$ cat src/hw/rtl/tlfsa_pkg.sv
`default_nettype none

package tlfsa_pkg;

    localparam int TIME_W = 24;
    localparam int WANT_W = 7;
    localparam int DUR_W  = 16;
    localparam int BUSY_W = 25;
    localparam int SUM_W  = 12;
    localparam int ACT_W  = 7;

    localparam logic [ACT_W-1:0] ACTIVE_RESET = 7'd64;

    // register index as seen on paddr[2]
    localparam logic REG_ACTIVE_SERVERS = 1'b0;

    typedef struct packed {
        logic [TIME_W-1:0] start_time;
        logic [WANT_W-1:0] servers_wanted;
        logic [DUR_W-1:0]  duration;
    } request_t;

    typedef struct packed {
        logic             granted;
        logic [SUM_W-1:0] id_sum;
    } result_t;

    typedef struct packed {
        logic clear;   // restart counters for a new word
        logic check;   // RAM read data is valid this cycle
        logic alloc;   // allocation pass (else counting pass)
    } unit_ctl_t;

endpackage

`default_nettype wire

$ cat src/hw/rtl/timed_lowest_free_server_allocator.sv
// Timed lowest-free server allocator.
// Request channel: present a request word with start high; it is taken at a
// clock edge where start is high and busy is low. Result channel: done
// strobes for one cycle with the result word; the receiver cannot stall it.
// One shared compare unit walks the busy-time RAM one server per cycle,
// first counting free servers, then, if enough are free, leasing the
// lowest-numbered ones. done rises when the block returns to idle, and
// busy falls in that same cycle, so a new request can be taken while
// done is shown. Requests are handled one at a time, the scan reading
// the busy-time RAM through its single read port.
// After reset the block clears the busy-time RAM, one entry per cycle,
// with busy high; active_servers returns to 64.
// The APB port holds active_servers at address 0; write it only while idle.
`default_nettype none

module timed_lowest_free_server_allocator
    import tlfsa_pkg::*;
#(
    parameter int NUM_SERVERS = 64
) (
    input  wire logic        clk,
    input  wire logic        rst_n,
    input  wire logic        start,
    output logic             busy,
    input  wire request_t    request,
    output logic             done,
    output result_t          result,
    input  wire logic        psel,
    input  wire logic        penable,
    input  wire logic        pwrite,
    input  wire logic [2:0]  paddr,
    input  wire logic [31:0] pwdata,
    output logic      [31:0] prdata,
    output logic             pready
);

    localparam int IDX_W = (NUM_SERVERS > 1) ? $clog2(NUM_SERVERS) : 1;
    localparam int CNT_W = $clog2(NUM_SERVERS + 1);
    localparam int PW    = (CNT_W > ACT_W) ? CNT_W : ACT_W;

    typedef enum logic [2:0] {
        ST_CLEAR,
        ST_IDLE,
        ST_COUNT,
        ST_ALLOC
    } state_t;

    state_t             state_reg, state_next;
    logic [CNT_W-1:0]   ptr_reg, ptr_next;
    logic               pend_reg, pend_next;
    logic [IDX_W-1:0]   pidx_reg, pidx_next;
    logic [CNT_W-1:0]   n_reg, n_next;
    logic [TIME_W-1:0]  start_reg, start_next;
    logic [WANT_W-1:0]  want_reg, want_next;
    logic [BUSY_W-1:0]  end_reg, end_next;
    logic               done_reg, done_next;
    result_t            result_reg, result_next;
    logic [ACT_W-1:0]   active_reg;

    logic [CNT_W-1:0]   pool_n;
    logic [BUSY_W-1:0]  end_sum;
    logic               ram_we;
    logic [IDX_W-1:0]   ram_waddr;
    logic [BUSY_W-1:0]  ram_wdata;
    logic [BUSY_W-1:0]  ram_rdata;
    unit_ctl_t          ctl;
    logic               take;
    logic               refuse;
    logic [SUM_W-1:0]   sum;
    logic               cfg_wr;

    // config port
    assign pready = 1'b1;
    assign cfg_wr = psel && penable && pwrite;
    assign prdata = (paddr[2] == REG_ACTIVE_SERVERS) ? 32'(active_reg) : '0;

    always_ff @(posedge clk or negedge rst_n)
    begin
        if (!rst_n)
        begin
            active_reg <= ACTIVE_RESET;
        end
        else if (cfg_wr && paddr[2] == REG_ACTIVE_SERVERS)
        begin
            active_reg <= pwdata[ACT_W-1:0];
        end
    end

    assign pool_n = (PW'(active_reg) > PW'(NUM_SERVERS)) ? CNT_W'(NUM_SERVERS)
                                                         : CNT_W'(active_reg);

    // start plus duration; the stored lease end is one less, saturating at zero
    assign end_sum = BUSY_W'(request.start_time) + BUSY_W'(request.duration);

    tlfsa_ram #(
        .WIDTH (BUSY_W),
        .DEPTH (NUM_SERVERS)
    ) u_ram (
        .clk   (clk),
        .we    (ram_we),
        .waddr (ram_waddr),
        .wdata (ram_wdata),
        .raddr (ptr_reg[IDX_W-1:0]),
        .rdata (ram_rdata)
    );

    tlfsa_unit #(
        .NUM_SERVERS (NUM_SERVERS)
    ) u_unit (
        .clk        (clk),
        .rst_n      (rst_n),
        .ctl        (ctl),
        .idx        (pidx_reg),
        .busy_val   (ram_rdata),
        .start_time (start_reg),
        .want       (want_reg),
        .take       (take),
        .refuse     (refuse),
        .sum        (sum)
    );

    always_comb
    begin
        state_next  = state_reg;
        ptr_next    = ptr_reg;
        pend_next   = pend_reg;
        pidx_next   = pidx_reg;
        n_next      = n_reg;
        start_next  = start_reg;
        want_next   = want_reg;
        end_next    = end_reg;
        done_next   = 1'b0;
        result_next = result_reg;
        ctl         = '0;
        ram_we      = 1'b0;
        ram_waddr   = pidx_reg;
        ram_wdata   = end_reg;

        case (state_reg)
            ST_CLEAR:
            begin
                ram_we    = 1'b1;
                ram_waddr = ptr_reg[IDX_W-1:0];
                ram_wdata = '0;
                ptr_next  = ptr_reg + CNT_W'(1);
                if (ptr_reg == CNT_W'(NUM_SERVERS - 1))
                begin
                    ptr_next   = '0;
                    state_next = ST_IDLE;
                end
            end
            ST_IDLE:
            begin
                if (start)
                begin
                    start_next = request.start_time;
                    want_next  = request.servers_wanted;
                    end_next   = (end_sum == '0) ? '0 : end_sum - BUSY_W'(1);
                    n_next     = pool_n;
                    ptr_next   = '0;
                    pend_next  = 1'b0;
                    ctl.clear  = 1'b1;
                    state_next = ST_COUNT;
                end
            end
            ST_COUNT, ST_ALLOC:
            begin
                ctl.check = pend_reg;
                ctl.alloc = (state_reg == ST_ALLOC);
                ram_we    = take;
                pend_next = 1'b0;
                if (ptr_reg < n_reg)
                begin
                    pend_next = 1'b1;
                    pidx_next = ptr_reg[IDX_W-1:0];
                    ptr_next  = ptr_reg + CNT_W'(1);
                end
                else if (!pend_reg)
                begin
                    ptr_next = '0;
                    if (state_reg == ST_ALLOC)
                    begin
                        result_next = '{granted: 1'b1, id_sum: sum};
                        done_next   = 1'b1;
                        state_next  = ST_IDLE;
                    end
                    else if (refuse)
                    begin
                        result_next = '{granted: 1'b0, id_sum: '0};
                        done_next   = 1'b1;
                        state_next  = ST_IDLE;
                    end
                    else
                    begin
                        state_next = ST_ALLOC;
                    end
                end
            end
            default:
            begin
                state_next = ST_IDLE;
            end
        endcase
    end

    always_ff @(posedge clk or negedge rst_n)
    begin
        if (!rst_n)
        begin
            state_reg  <= ST_CLEAR;
            ptr_reg    <= '0;
            pend_reg   <= 1'b0;
            done_reg   <= 1'b0;
            result_reg <= '0;
        end
        else
        begin
            state_reg  <= state_next;
            ptr_reg    <= ptr_next;
            pend_reg   <= pend_next;
            done_reg   <= done_next;
            result_reg <= result_next;
        end
    end

    always_ff @(posedge clk)
    begin
        pidx_reg   <= pidx_next;
        n_reg      <= n_next;
        start_reg  <= start_next;
        want_reg   <= want_next;
        end_reg    <= end_next;
    end

    assign busy   = (state_reg != ST_IDLE);
    assign done   = done_reg;
    assign result = result_reg;

endmodule

`default_nettype wire

$ cat src/hw/rtl/tlfsa_ram.sv
`default_nettype none

module tlfsa_ram #(
    parameter int WIDTH = 25,
    parameter int DEPTH = 64
) (
    input  wire logic                                           clk,
    input  wire logic                                           we,
    input  wire logic [$clog2((DEPTH > 1) ? DEPTH : 2)-1:0]     waddr,
    input  wire logic [WIDTH-1:0]                               wdata,
    input  wire logic [$clog2((DEPTH > 1) ? DEPTH : 2)-1:0]     raddr,
    output logic      [WIDTH-1:0]                               rdata
);

    logic [WIDTH-1:0] mem [DEPTH];

    always_ff @(posedge clk)
    begin
        if (we)
        begin
            mem[waddr] <= wdata;
        end
        rdata <= mem[raddr];
    end

endmodule

`default_nettype wire

$ cat src/hw/rtl/tlfsa_unit.sv
`default_nettype none

module tlfsa_unit
    import tlfsa_pkg::*;
#(
    parameter int NUM_SERVERS = 64
) (
    input  wire logic                                               clk,
    input  wire logic                                               rst_n,
    input  wire unit_ctl_t                                          ctl,
    input  wire logic [$clog2((NUM_SERVERS > 1) ? NUM_SERVERS : 2)-1:0] idx,
    input  wire logic [BUSY_W-1:0]                                  busy_val,
    input  wire logic [TIME_W-1:0]                                  start_time,
    input  wire logic [WANT_W-1:0]                                  want,
    output logic                                                    take,
    output logic                                                    refuse,
    output logic      [SUM_W-1:0]                                   sum
);

    localparam int CNT_W = $clog2(NUM_SERVERS + 1);
    localparam int PW    = (CNT_W > WANT_W) ? CNT_W : WANT_W;
    localparam int AW    = (CNT_W > SUM_W) ? CNT_W : SUM_W;

    logic [CNT_W-1:0] free_reg, free_next;
    logic [CNT_W-1:0] taken_reg, taken_next;
    logic [SUM_W-1:0] sum_reg, sum_next;
    logic             is_free;
    logic             room;

    // the one compare shared by both passes
    assign is_free = busy_val < {1'b0, start_time};
    assign room    = PW'(taken_reg) < PW'(want);
    assign take    = ctl.check && ctl.alloc && is_free && room;
    assign refuse  = PW'(want) > PW'(free_reg);
    assign sum     = sum_reg;

    always_comb
    begin
        free_next  = free_reg;
        taken_next = taken_reg;
        sum_next   = sum_reg;
        if (ctl.clear)
        begin
            free_next  = '0;
            taken_next = '0;
            sum_next   = '0;
        end
        else if (ctl.check && !ctl.alloc && is_free)
        begin
            free_next = free_reg + CNT_W'(1);
        end
        else if (take)
        begin
            taken_next = taken_reg + CNT_W'(1);
            sum_next   = sum_reg + SUM_W'(AW'(idx) + AW'(1));
        end
    end

    always_ff @(posedge clk or negedge rst_n)
    begin
        if (!rst_n)
        begin
            free_reg  <= '0;
            taken_reg <= '0;
            sum_reg   <= '0;
        end
        else
        begin
            free_reg  <= free_next;
            taken_reg <= taken_next;
            sum_reg   <= sum_next;
        end
    end

endmodule

`default_nettype wire

$ cat config.mk
export PLATFORM = sky130hd
export DESIGN_NAME = timed_lowest_free_server_allocator
export DESIGN_NICKNAME = d
export VERILOG_FILES = /design/src/hw/rtl/tlfsa_pkg.sv /design/src/hw/rtl/timed_lowest_free_server_allocator.sv /design/src/hw/rtl/tlfsa_ram.sv /design/src/hw/rtl/tlfsa_unit.sv
export SDC_FILE = /design/constraint.sdc
export NUM_CORES = 2
export LEC_CHECK = 0
export ABC_AREA = 1
export BUFFER_PORTS_ARGS = -buffer_cell sky130_fd_sc_hd__buf_2
export CORE_ASPECT_RATIO = 2
export CORE_MARGIN = 1.5
export CORE_UTILIZATION = 48
export DETAILED_ROUTE_END_ITERATION = 6
export GPL_TIMING_DRIVEN = 1
export SLEW_MARGIN = 10
export SYNTH_ARGS = -nofsm -noshare
export SYNTH_HDL_FRONTEND = slang
export SYNTH_HIERARCHICAL = 1
export SYNTH_SLANG_ARGS = --single-unit
$ cat constraint.sdc
create_clock -name clk -period 6 [get_ports clk]
set_input_delay 0.3 -clock clk [delete_from_list [all_inputs] [get_ports clk]]
set_output_delay 0.3 -clock clk [all_outputs]
set_load 0.05 [all_outputs]
==> results.md <==
* TritonCTS clock tree: done
* Number of global-route vias before repair at 48500
* Most frequent cells in the layout: nand2_1, edfxtp_1, nand3_1
* Met1 GRT Util at 30.3%
* Lkg Pwr at 31.0 nW
* Grt met3 use at 2.74%
* Initial antenna violation count at 9
* Number of setup buffers added after CTS at 0
* Async S/R FF share, synth at 3.26%
* CP max FO at 246
* Max reg flops at 1600
* Residual DRC count at 0
* Worst Clk Skew at 0.0535 ns
* Max Root-Sink Buffers at 4
* Setup-failing EPs final at 0
* Post-route minimum period at 4.53 ns
* P per Cell Area at 484 nW/µm²
* I/O pin count at 136
* PnR worst setup slack at 1.47 ns
* Clock sink count at 1751
* Maximum clock rate at 221 MHz
* GPL Wtd Cong at 0.939
* Post-cts resize count at 0
* Post-synthesis compound-gate area fraction at 0.794%
* First-pass GRT wire length at 316000 µm
* Most used routing layer in global routing: met2
* Final period util at 75.5%
* TritonCTS Buffers at 159
* Sequential cell area fraction in the yosys report at 69.3%
* Max_slew headroom at -6.50%
* VDD IR max at 540 µV
* Pre-CTS setup slack at 1.82 ns
* Global Route Usage Sum at 27.4%
* FP Rows at 205
* Kind of critical path: register to register
* Hpwl dp at 133000 µm
* Synth Area in XOR/XNOR at 0.175%
* Worst skew pair latency at 0.81 ns
* Die area at 159000 µm²
* Register clock-pin slew on the reported worst setup and hold paths at 0.07 ns
* Count of final max-slew check failures at 59
* Final core occ at 53.1%
* Number of synthesized flops with an enable pin at 1669
* Overall routed net length at 219000 µm
* Antenna viol nets, final at 0
* Max Cap Viol at 0
* Synth unique cells at 49
* GRT overflow at 0
* Synth Area in Adders at 1.19%
* P&R area growth vs syn at 9.97%
* Post-synthesis register bit count at 1751
* CP Capture Type: register
* Crit path arrival time at 5.08 ns
* Syn Inst Count at 6717
* Synth Cell Area at 75100 µm²
* Die Width at 283 µm
* Setup TNS at 0 ns
* Fillers at 13400
* Root Driver: clkbuf_16
* Failing checks: slew limit
* Synth Area in Simple Gates at 23.7%
* Via count at 50400
* RSZ-0062 raised after global routing: no
* Critical Path RT at 6.55 ns
* Met2 Use GR at 47.8%
* Fraction of layout cells with a size suffix above 1 at 9.48%
* Largest family of logic cells by synthesized area: simple AND/OR/NAND/NOR gates
* Avg Synthesized Cell Area at 11.2 µm²
* Routed wire per std cell at 24.4 µm
* Via-per-instance ratio at 5.61
* Nets at 6938
* Port bufs at 82
* Initial Util at 48.3%
* Final hold viol count at 0
* Mux cell area share after synthesis at 0.0150%
* R2R Setup Slk at 1.47 ns
* Power, Total at 40.0 mW
* Outcome: complete, but fails checks
* Iteration-0 DRC Markers at 4406
* Core Footprint at 156000 µm²
* YS warnings at 6
* Startpoint types: register
* Main synth FF type: edfxtp_1
* Largest net degree at the start of global routing at 247
* H-tree depth at 4
* DR pass1 iterations at 6
* Die Y at 563 µm
* Least-Margin Pin Slew at 1.60 ns
* Hold/Removal Path Class: input pin to register
* Commonest non-fill, non-tap cell in the layout: nand2_1
-- logic make-up after synthesis --
logic type / count (synthesis)
simple gates: 4134
compound gates: 101
other cells: 2
flops: 1751
mux: 1
xor+xnor: 15
buf+inv: 643
fa+ha+maj: 70
-- worst max-delay path, stage by stage, from the launching register on --
cell and delay, ns:
dfrtp_4 0.94, clkinv_16 0.42, buf_12 0.72, nand2_1 0.13, nand3_1 0.07, nand3_1 0.15
nand2_1 0.10, nand2_1 0.06, nand3_1 0.40, nand3_1 0.21, nand2_1 0.27
-- what timing repair did --
item / CTS / global route
endpoints found under the setup margin: 0 / 0
hold endpoints to repair: 96 / 0
hold buffers: 41 / 0
-- routing by layer --
metal  share of wire (%)  vias to the layer above  wire (µm)
met4                 9.2                        0      20200
met5                   0                        -          0
met1                  34                    24700      75000
met2                  51                     1834     112000
li1                    -                    23300          -
met3                 5.1                      586      11100
-- stage by stage --
stage	instance area, µm²	cells	hold slack (ns)
finish	82600	8978	0.114
global route	82600	8974	0.146
CTS	82600	8968	0.0585
detailed placement	77200	8648	0.479
global placement	77200	8648	0.486
floorplan	75200	6741	0.00441
-- cells in the mapped netlist, drive strengths merged, types with 10 or more instances --
master     n  share of area [%]
nand4     33               0.27
nand2   2377                 12
nor2     222                1.2
a21oi     55               0.44
inv      245                1.2
nor3      19               0.15
dfxtp     25               0.67
o21ai     31               0.21
xor2      10               0.12
clkbuf    45               0.22
ha        68                1.1
buf      352                3.4
edfxtp  1669                 67
nand3   1460                9.8
dfrtp     56                1.9
-- path summary, 6_finish.rpt --
| kind | from | endpoint | depth (start not counted) |
|---|---|---|---|
| worst min-delay path | pwrite | active_reg[2]$_DFFE_PN0P_ | 3 |
| worst max-delay path | ptr_reg[0]$_DFFE_PN0P_ | u_ram/rdata[17]$_DFF_P_ | 10 |
| worst min register to register | result[12]$_DFFE_PN0P_ | result[12]$_DFFE_PN0P_ | 1 |
| max in group asynchronous | rst_n | ptr_reg[0]$_DFFE_PN0P_ | 3 |
| worst max register to register | ptr_reg[0]$_DFFE_PN0P_ | u_ram/rdata[17]$_DFF_P_ | 10 |
| min in group asynchronous | rst_n | result[4]$_DFFE_PN0P_ | 3 |
-- where the power goes --
| group | internal [mW] | switching (mW) | total (mW) |
|---|---|---|---|
| clock | 5.45 | 4.42 | 9.88 |
| sequential | 15.6 | 0.406 | 16.0 |
| combinational | 3.21 | 11.0 | 14.2 |
-- layout make-up --
class | count | area (µm²) | share of cell area, %
Clock inverter | 92 | 774 | 0.937
Antenna cell | 10 | 25.0 | 0.0303
Multi-Input combinational cell | 4347 | 19900 | 24.1
Timing Repair Buffer | 275 | 2140 | 2.59
Clock buffer | 187 | 4170 | 5.04
Sequential cell | 1751 | 52100 | 63.0
Tap cell | 2070 | 2590 | 3.13
Inverter | 246 | 967 | 1.17
Power figures use the tool's default switching activity.
